File: src/rtl/core/m4mul_pkg.sv
// m4mul_pkg: shared widths and constants for the 4x4 matrix multiply unit
// no dependencies; imported by the channel interfaces, the core and its checker
`timescale 1ns / 1ps

package m4mul_pkg;

  // payload field widths, fixed by the channel format
  localparam int INDEX_WIDTH = 4;
  localparam int VALUE_WIDTH = 32;

  // matrix geometry
  localparam int ELEM_COUNT = 16;
  localparam int TERM_COUNT = 4;

  // factor select codes
  localparam logic SEL_LEFT  = 1'b0;
  localparam logic SEL_RIGHT = 1'b1;

  // index of the final product element
  localparam logic [INDEX_WIDTH-1:0] LAST_INDEX = 4'(ELEM_COUNT - 1);

endpackage : m4mul_pkg

File: src/rtl/core/m4mul_in_if.sv
// m4mul_in_if: element write channel, valid/ready with one element per beat
// depends on m4mul_pkg for the field widths
`timescale 1ns / 1ps

interface m4mul_in_if;
  import m4mul_pkg::*;

  logic                          valid;
  logic                          ready;
  logic                          which_matrix;
  logic [INDEX_WIDTH-1:0]        element_index;
  logic signed [VALUE_WIDTH-1:0] element_value;
  logic                          start_compute;

  modport source (
    output valid, which_matrix, element_index, element_value, start_compute,
    input  ready
  );

  modport sink (
    input  valid, which_matrix, element_index, element_value, start_compute,
    output ready
  );

endinterface : m4mul_in_if

File: src/rtl/core/m4mul_out_if.sv
// m4mul_out_if: product element channel, valid/ready with one element per beat
// depends on m4mul_pkg for the field widths
`timescale 1ns / 1ps

interface m4mul_out_if;
  import m4mul_pkg::*;

  logic                          valid;
  logic                          ready;
  logic [INDEX_WIDTH-1:0]        result_index;
  logic signed [VALUE_WIDTH-1:0] result_value;
  logic                          last_result;

  modport source (
    output valid, result_index, result_value, last_result,
    input  ready
  );

  modport sink (
    input  valid, result_index, result_value, last_result,
    output ready
  );

endinterface : m4mul_out_if

File: src/rtl/core/matrix4_multiply_unit.sv
// matrix4_multiply_unit: 4x4 column-major fixed-point matrix product
// depends on m4mul_pkg, m4mul_in_if and m4mul_out_if
`timescale 1ns / 1ps

// Usage
//   feed beats each write one element (which_matrix, element_index,
//   element_value) into the left or right factor store. A beat with
//   start_compute set writes its element, then the block computes
//   left*right and sends the 16 product elements on result in index
//   order (row + 4*column), last_result marking index 15.
//   Each product element is four multiply-accumulate steps through one
//   shared multiplier: four read issues, a drain of the read and multiply
//   registers, a shift and saturate, then the element waits in the output
//   register. feed.ready returns after the final element is taken.
//   feed.ready is high only while no product is in progress; result.valid
//   holds with a stable payload while the receiver stalls, and the
//   sequencer waits with it.
//   Reset (rst, synchronous) returns the sequencer to idle and drops
//   result.valid. The factor stores are not cleared: every element must be
//   written before a product that reads it is started.

module matrix4_multiply_unit #(
  parameter int ELEMENT_WIDTH = 32,
  parameter int FRACTION_BITS = 16
) (
  input  logic                clk,
  input  logic                rst,
  m4mul_in_if.sink            feed,
  m4mul_out_if.source         result
);
  import m4mul_pkg::*;

  // element width as stored, capped at the channel width
  localparam int EW = (ELEMENT_WIDTH < VALUE_WIDTH) ? ELEMENT_WIDTH : VALUE_WIDTH;
  localparam int PW = 2 * EW;
  localparam int AW = PW + 2;

  typedef enum logic [1:0] {
    S_IDLE,
    S_ISSUE,
    S_DRAIN,
    S_OUT
  } state_t;

  state_t                 state;
  logic [1:0]             term;
  logic [INDEX_WIDTH-1:0] elem;
  logic                   rd_vld;
  logic                   prod_vld;

  logic signed [EW-1:0]   left_mem  [ELEM_COUNT];
  logic signed [EW-1:0]   right_mem [ELEM_COUNT];
  logic signed [EW-1:0]   rd_left;
  logic signed [EW-1:0]   rd_right;
  logic signed [PW-1:0]   prod;
  logic signed [AW-1:0]   acc;

  logic [INDEX_WIDTH-1:0]        out_index;
  logic signed [VALUE_WIDTH-1:0] out_value;
  logic                          out_last;

  logic                   feed_beat;
  logic                   result_beat;
  logic [INDEX_WIDTH-1:0] left_addr;
  logic [INDEX_WIDTH-1:0] right_addr;
  logic signed [AW-1:0]   shifted;
  logic [AW-EW:0]         top_bits;
  logic signed [EW-1:0]   sat_value;

  assign feed_beat   = feed.valid && feed.ready;
  assign result_beat = result.valid && result.ready;

  assign feed.ready          = (state == S_IDLE);
  assign result.valid        = (state == S_OUT);
  assign result.result_index = out_index;
  assign result.result_value = out_value;
  assign result.last_result  = out_last;

  // operand addresses: left (row, term), right (term, column)
  assign left_addr  = {term, elem[1:0]};
  assign right_addr = {elem[3:2], term};

  // factor stores, write on feed beat, registered read
  always_ff @(posedge clk) begin
    if (feed_beat) begin
      if (feed.which_matrix == SEL_RIGHT) begin
        right_mem[feed.element_index] <= feed.element_value[EW-1:0];
      end else begin
        left_mem[feed.element_index] <= feed.element_value[EW-1:0];
      end
    end
    rd_left  <= left_mem[left_addr];
    rd_right <= right_mem[right_addr];
  end

  // scale down and saturate the finished sum
  always_comb begin
    shifted  = acc >>> FRACTION_BITS;
    top_bits = shifted[AW-1:EW-1];
    if ((&top_bits) || !(|top_bits)) begin
      sat_value = shifted[EW-1:0];
    end else if (shifted[AW-1]) begin
      sat_value = {1'b1, {(EW-1){1'b0}}};
    end else begin
      sat_value = {1'b0, {(EW-1){1'b1}}};
    end
  end

  // sequencer, multiply-accumulate pipeline and output register
  always_ff @(posedge clk) begin
    if (rst) begin
      state    <= S_IDLE;
      term     <= '0;
      elem     <= '0;
      rd_vld   <= 1'b0;
      prod_vld <= 1'b0;
    end else begin
      rd_vld   <= (state == S_ISSUE);
      prod_vld <= rd_vld;
      unique case (state)
        S_IDLE: begin
          if (feed_beat && feed.start_compute) begin
            state <= S_ISSUE;
            term  <= '0;
            elem  <= '0;
          end
        end
        S_ISSUE: begin
          term <= term + 2'd1;
          if (term == 2'(TERM_COUNT - 1)) begin
            state <= S_DRAIN;
          end
        end
        S_DRAIN: begin
          if (!rd_vld && !prod_vld) begin
            state <= S_OUT;
          end
        end
        S_OUT: begin
          if (result_beat) begin
            term <= '0;
            if (out_last) begin
              state <= S_IDLE;
            end else begin
              state <= S_ISSUE;
              elem  <= elem + 4'd1;
            end
          end
        end
        default: state <= S_IDLE;
      endcase
    end

    // payload path, no reset needed
    prod <= rd_left * rd_right;
    if ((state == S_IDLE) || (state == S_OUT)) begin
      acc <= '0;
    end else if (prod_vld) begin
      acc <= acc + AW'(prod);
    end
    if ((state == S_DRAIN) && !rd_vld && !prod_vld) begin
      out_index <= elem;
      out_value <= VALUE_WIDTH'(sat_value);
      out_last  <= (elem == LAST_INDEX);
    end
  end

endmodule : matrix4_multiply_unit

File: src/flat_wrapper.sv
// flat-port wrapper written by rule: the top's interface ports become plain ports
module matrix4_multiply_unit_flat import m4mul_pkg::*;
#(
  parameter int ELEMENT_WIDTH = 32,
  parameter int FRACTION_BITS = 16
)
  (clk, rst, feed_valid, feed_which_matrix, feed_element_index, feed_element_value, feed_start_compute, feed_ready, result_valid, result_result_index, result_result_value, result_last_result, result_ready);
  m4mul_in_if feed_i ();
  m4mul_out_if result_i ();
  input  logic clk;
  input  logic rst;
  input wire logic [$bits(feed_i.valid)-1:0] feed_valid;
  input wire logic [$bits(feed_i.which_matrix)-1:0] feed_which_matrix;
  input wire logic [$bits(feed_i.element_index)-1:0] feed_element_index;
  input wire logic [$bits(feed_i.element_value)-1:0] feed_element_value;
  input wire logic [$bits(feed_i.start_compute)-1:0] feed_start_compute;
  output wire logic [$bits(feed_i.ready)-1:0] feed_ready;
  output wire logic [$bits(result_i.valid)-1:0] result_valid;
  output wire logic [$bits(result_i.result_index)-1:0] result_result_index;
  output wire logic [$bits(result_i.result_value)-1:0] result_result_value;
  output wire logic [$bits(result_i.last_result)-1:0] result_last_result;
  input wire logic [$bits(result_i.ready)-1:0] result_ready;
  assign feed_i.valid = feed_valid;
  assign feed_i.which_matrix = feed_which_matrix;
  assign feed_i.element_index = feed_element_index;
  assign feed_i.element_value = feed_element_value;
  assign feed_i.start_compute = feed_start_compute;
  assign feed_ready = feed_i.ready;
  assign result_valid = result_i.valid;
  assign result_result_index = result_i.result_index;
  assign result_result_value = result_i.result_value;
  assign result_last_result = result_i.last_result;
  assign result_i.ready = result_ready;
  matrix4_multiply_unit #(.ELEMENT_WIDTH(ELEMENT_WIDTH), .FRACTION_BITS(FRACTION_BITS)) u_core (.clk(clk), .rst(rst), .feed(feed_i), .result(result_i));
endmodule
File: config.mk
export PLATFORM = sky130hd
export DESIGN_NAME = matrix4_multiply_unit_flat
export DESIGN_NICKNAME = d
export VERILOG_FILES = /design/src/rtl/core/m4mul_pkg.sv /design/src/rtl/core/m4mul_in_if.sv /design/src/rtl/core/m4mul_out_if.sv /design/src/rtl/core/matrix4_multiply_unit.sv /design/src/flat_wrapper.sv
export SDC_FILE = /design/constraint.sdc
export NUM_CORES = 2
export LEC_CHECK = 0
export ABC_AREA = 1
export BUFFER_PORTS_ARGS = -buffer_cell sky130_fd_sc_hd__buf_2
export CAP_MARGIN = 20
export CORE_MARGIN = 2
export CORE_UTILIZATION = 55
export DETAILED_ROUTE_END_ITERATION = 16
export PLACE_DENSITY = 0.71
export SLEW_MARGIN = 20
export SYNTH_ARGS = -nofsm -noshare
export SYNTH_HDL_FRONTEND = slang
export SYNTH_SLANG_ARGS = --single-unit
File: constraint.sdc
create_clock -name clk -period 8.4 [get_ports clk]
set_input_delay 0.42 -clock clk [delete_from_list [all_inputs] [get_ports clk]]
set_output_delay 0.42 -clock clk [all_outputs]
set_load 0.005 [all_outputs]
After elaboration in Yosys (flattened, before gate mapping)
Memory sizes are Yosys's and may differ from the RTL's. A register that Yosys moved wholly into a read port is not among the register bits.
Index checks and enable logic that the tools add are counted.
W data, S select, Z words.
{ "op_classes": {"muxes": 21, "n_reduce_logical": 19, "n_mul": 1, "addsub": 3, "n_eq_ne": 10} }
{ "ops": {"columns": ["op", "n"], "rows": [
  ["$add A66 B64 Y66", 1],
  ["$mul A32 B32 Y64", 1],
  ["$mux W32", 2],
  ["$reduce_and A19 Y1", 1],
  ["$reduce_or A19 Y1", 1],
  ["$mux W2", 6],
  ["$mux W4", 3],
  ["$ne A2 B2 Y1 const B", 4],
  ["$pmux W2 S4", 1],
  ["$pmux W4 S2", 1],
  ["$reduce_and A4 Y1", 2],
  ["$mux W1", 7],
  ["$eq A2 B2 Y1 const B", 3],
  ["$logic_and A1 B1 Y1", 6],
  ["$pmux W2 S3", 1],
  ["$add A4 B1 Y4 const B", 1],
  ["$eq A4 B4 Y1 const B", 1],
  ["$logic_not A1 Y1", 3],
  ["$reduce_and A3 Y1", 1],
  ["$reduce_bool A3 Y1", 1],
  ["$add A2 B1 Y2 const B", 1],
  ["$eq A2 B1 Y1 const B", 1],
  ["$logic_not A2 Y1", 1],
  ["$logic_or A1 B1 Y1", 2],
  ["2 further kinds", 2]
]} }
{ "word_totals": {"word_cells": 66, "ram_bits": 1024, "regBits": 177, "mem_count": 2, "output_inout_bits": 39} }
{ "mem_list": {"columns": ["name", "words", "width", "rd", "rd_clocked_by_memory_dff", "write_ports", "line_no", "source"], "rows": [
  ["u_core.left_mem", 16, 32, 1, 1, 1, "matrix4_multiply_unit.sv:51", "logic signed [EW-1:0] left_mem [ELEM_COUNT];"],
  ["u_core.right_mem", 16, 32, 1, 1, 1, "matrix4_multiply_unit.sv:52", "logic signed [EW-1:0] right_mem [ELEM_COUNT];"]
]} }

Depth between registers and ports, before layout
{ "depth": {"depth_word": 5, "mapped_depth": 32, "ltp_nobuf": 31} }

Worst setup path after synthesis
No wires, ideal clock.
{ "synth_timing": {"kind": "reg2reg", "from": "register u_core.rd_left[31] (read register of u_core.left_mem)", "to": "register u_core.prod[54]", "path_stages_with_launch": 25, "path_slack_ns": 1.262, "t_arrival_ns": 7.011, "period_less_slack_ns": 7.138, "path_cell_list": "dfxtp_1 -> clkbuf_1 -> nand2_1 -> inv_1 -> fa_1 -> inv_1 -> fa_1 -> inv_1 -> fa_1 -> fa_1 -> inv_1 -> fa_1 -> inv_1 -> fa_1 -> inv_1 -> fa_1 -> inv_1 -> fa_1 -> ha_1 -> a21o_1 -> nor2_1 -> a21boi_0 -> a21boi_0 -> o211ai_1 -> xor2_1"} }
{ "synth_between": {"elab_chain_cells": 1} }
{ "synth_lines": {"columns": ["element", "line_no", "source"], "rows": [
  ["from (decl)", "matrix4_multiply_unit.sv:53", "logic signed [EW-1:0] rd_left;"],
  ["$mul A32 B32 Y64", "matrix4_multiply_unit.sv:155", "prod <= rd_left * rd_right;"],
  ["to (signal assigned)", "matrix4_multiply_unit.sv:155", null],
  ["to (decl)", "matrix4_multiply_unit.sv:55", "logic signed [PW-1:0] prod;"]
]} }
Every way passes these cells.
A chain may end at the register's enable or synchronous reset.

Worst setup path after layout
Same ends and word-level chain as after synthesis.

==> results.json <==
{
  "postLayoutCoreUtil": 0.600,
  "worstHoldEndpoint": "u_core.left_mem[4][23]",
  "post_synthesis_net_count": 10500,
  "dr_total_vias": 63900,
  "synth_common_cells": "sky130_fd_sc_hd__inv_1 (1866), sky130_fd_sc_hd__nand2_1 (1629), sky130_fd_sc_hd__fa_1 (1083)",
  "ctsLongestPathBuffers": 3,
  "portBuffers": 80,
  "clock_sink_count": 1265,
  "rsz0062_at_grt": "no",
  "number_of_distinct_library_cells_after_synthesis": 54,
  "h_tree_lvl_count": 4,
  "cts.repair.resized": 0,
  "flip_flop_and_latch_count_after_synthesis": 1265,
  "run_status": "finished clean",
  "floorplan.die.height_um": 408,
  "synth_largest_type_area_fraction": 0.356,
  "grt_start_max_net_pins": 184,
  "placeable_core_region_um2": 162000,
  "synthesis.area_per_instance_um2": 9.87,
  "insertion_delay_ns": 0.81,
  "drv.max_cap_violation_count": 0,
  "layout-area-overhead-vs-synth_pct": 8.61,
  "synth_top_cell_by_area": "sky130_fd_sc_hd__edfxtp_1",
  "layout.filler_cells": 13500,
  "worstSetupEndpointType": "flip-flop",
  "global_route_wire_length_before_repair_um": 386000,
  "critical_path.max_fanout": 11,
  "worst-endpoint-arrival_ns": 8.48,
  "holdCritStartpoint": "feed_element_value[23]",
  "critPathLaunch": "u_core.rd_left[31]",
  "post_route_minimum_period_ns": 7.79,
  "reg2reg_setup_slack_ns": 0.61,
  "fmaxAchievable_ghz": 0.128,
  "synth_area_leaders": "sky130_fd_sc_hd__edfxtp_1 (36%), sky130_fd_sc_hd__fa_1 (24%), sky130_fd_sc_hd__inv_1 (7.8%)",
  "r2r_end": "u_core.prod[54]",
  "synth_edf_count": 1061,
  "vias_in_the_first_global_route": 65600,
  "critPathKind": "flip-flop to flip-flop",
  "detail_route.wl_per_cell_um": 21.9,
  "ant_nets": 0,
  "detailed_route_vias_per_instance": 5.64,
  "clock-root-buffer": "sky130_fd_sc_hd__clkbuf_16",
  "finClkSkew_ns": 0.0471,
  "tritoncts": "built",
  "track_usage": 0.304,
  "row_count": 148,
  "antenna_found_initial": 18,
  "area_of_placed_instances_um2": 92800,
  "seq_area_frac_synth": 0.401,
  "drtIter0Drc": 5684,
  "design.portCount": 81,
  "worstRegToRegCells": 26,
  "whs_path_depth": 1,
  "number_of_max_slew_violations_in_the_final_report": 0,
  "globalRouteOverflowTotal": 0,
  "hold_viol_final": 0,
  "setup-violations-final": 0,
  "max-slew-margin-rel": 0.260,
  "post-route-period-util": 0.928,
  "detail_route.first_pass.iterations": 5,
  "synth-main-ff-cell": "sky130_fd_sc_hd__edfxtp_1",
  "floorplan.die_area_um2": 166000,
  "worst_slew_pin_slew_ns": 1.11,
  "place.detailed.hpwl_um": 178000,
  "synth.most_common_cell": "sky130_fd_sc_hd__inv_1",
  "layout_cells_sized_above_1": 0.0671,
  "worstHoldPathType": "input pin to flip-flop",
  "postRouteWirelength_um": 249000,
  "final_routed_drc_violation_total": 0,
  "required_ns": 9.09,
  "initial_utilization": 0.552,
  "crit_path_start_kind": "flip-flop",
  "final_net_count": 10400,
  "register_clock_pin_slew_on_the_reported_worst_setup_and_hold_paths_ns": 0.06,
  "final.setup.tns_ns": 0,
  "area_of_the_mapped_netlist_um2": 89600,
  "numCtsBuffers": 135,
  "synth_async_sr_flop_share": 0,
  "ys_warn_count": 0,
  "gpl.final_weighted_congestion": 1.02,
  "syn_inst": 9078,
  "worst_r2r_startpoint": "u_core.rd_left[31]",
  "dieWidth_um": 408,
  "post-route-cell-area_um2": 97300
}
per-stage QoR:
| step | setup WS [ns] | hold WS [ns] | cells |
|---|---|---|---|
| 2_1_floorplan | 1.26 | 0.425 | 9078 |
| 3_3_place_gp | 0.605 | 0.432 | 11100 |
| 3_5_place_dp | 0.568 | 0.447 | 11100 |
| 4_1_cts | 0.563 | 0.0550 | 11300 |
| 5_1_grt | 0.0986 | 0.117 | 11300 |
| 6_report | 0.607 | 0.110 | 11300 |
flip-flops by register name, summed over array words and instances (netlist names), 2 cells and up:
name	cells
u_core.right_mem	512
u_core.left_mem	512
u_core.rd_right	32
u_core.state	2
u_core.result.result_index	4
u_core.term	2
u_core.acc	66
u_core.prod	64
u_core.rd_left	32
u_core.elem	4
u_core.result.result_value	32
worst max-delay path by stage:
stage,end,slack [ns],depth (start not counted)
global placement,u_core.prod[57],0.60,24
global route,u_core.prod[54],0.1,26
CTS,u_core.prod[54],0.56,26
finish,u_core.prod[54],0.61,26
floorplan,u_core.prod[54],1.26,24
detailed placement,u_core.prod[54],0.57,26
worst max-delay path, stage by stage (launching register included):
cell	delay [ns]
sky130_fd_sc_hd__dfxtp_1	0.43
sky130_fd_sc_hd__nand2_1	0.22
sky130_fd_sc_hd__inv_1	0.09
sky130_fd_sc_hd__fa_1	0.55
sky130_fd_sc_hd__inv_1	0.15
sky130_fd_sc_hd__fa_1	0.54
sky130_fd_sc_hd__inv_1	0.12
sky130_fd_sc_hd__fa_1	0.57
sky130_fd_sc_hd__fa_1	0.55
sky130_fd_sc_hd__inv_1	0.42
sky130_fd_sc_hd__fa_1	0.63
sky130_fd_sc_hd__inv_1	0.07
sky130_fd_sc_hd__fa_1	0.54
sky130_fd_sc_hd__inv_1	0.05
sky130_fd_sc_hd__fa_1	0.47
sky130_fd_sc_hd__inv_1	0.05
sky130_fd_sc_hd__fa_1	0.44
sky130_fd_sc_hd__ha_1	0.37
sky130_fd_sc_hd__nand2_1	0.11
sky130_fd_sc_hd__nor2_1	0.17
sky130_fd_sc_hd__inv_1	0.07
sky130_fd_sc_hd__nor2_1	0.17
sky130_fd_sc_hd__inv_1	0.07
sky130_fd_sc_hd__nor2_1	0.21
sky130_fd_sc_hd__nand4_1	0.19
sky130_fd_sc_hd__o211ai_1	0.21
sky130_fd_sc_hd__xor2_1	0.24
metal layers:
| layer | vias to the layer above | GRT usage | routed length, um |
|---|---|---|---|
| met4 | 6 | 0.129 | 11300 |
| li1 | 28500 | - | - |
| met5 | - | 0 | 44 |
| met2 | 2873 | 0.496 | 119000 |
| met1 | 31900 | 0.403 | 97900 |
| met3 | 597 | 0.0516 | 20400 |
cells by family (layout without fill, tap and decap cells):
family,count (synthesis),in the layout,synth area share
AND/OR/NAND/NOR,2790,2790,0.125
buffers and inverters,2331,2407,0.0987
adder cells (fa/ha/maj),1338,1338,0.278
flip-flops,1265,1265,0.401
AO/OA/AOI/OAI,1168,1168,0.0781
XOR/XNOR,95,95,0.00946
multiplexers,91,91,0.0102
other,0,7,0
what timing repair did:
item | 4_1_cts | 5_1_grt
setup buffers | 0 | 0
setup endpoints to repair | 0 | 0
hold endpoints to repair | 7 | 0
hold buffers | 1 | 0
cells in the final DEF (no fill, tap or decap), drive strengths merged, types with 13 or more instances in the layout:
cell	netlist	layout
a21oi	216	216
inv	1909	1919
clkbuf	352	180
fa	1083	1083
xor2	73	73
o211ai	54	54
buf	66	244
nand2	1652	1652
nor2	850	850
xnor2	22	22
o221ai	147	147
mux2i	91	91
ha	255	255
o32ai	37	37
nand4	22	22
a31oi	13	13
o21bai	37	37
nor4	21	21
nand3	193	193
edfxtp	1061	1061
dfxtp	204	204
nor3	28	28
o21ai	551	551
o22ai	77	77
clkinv	4	54
a21o	14	14
area by class of cell:
class / count / area (um^2) / share of cell area
inverter: 1913 / 7200 / 0.0740
clock inverter: 69 / 785 / 0.00806
timing repair buffer: 245 / 1850 / 0.0191
multi-input combinational: 5482 / 45100 / 0.463
sequential: 1265 / 36000 / 0.370
clock buffer: 180 / 3690 / 0.0379
tap: 2175 / 2720 / 0.0280
antenna: 7 / 17.5 / 0.000180
Power is not shown: default switching activity piles up to over one toggle a cycle in this logic, so the estimate is an artifact.
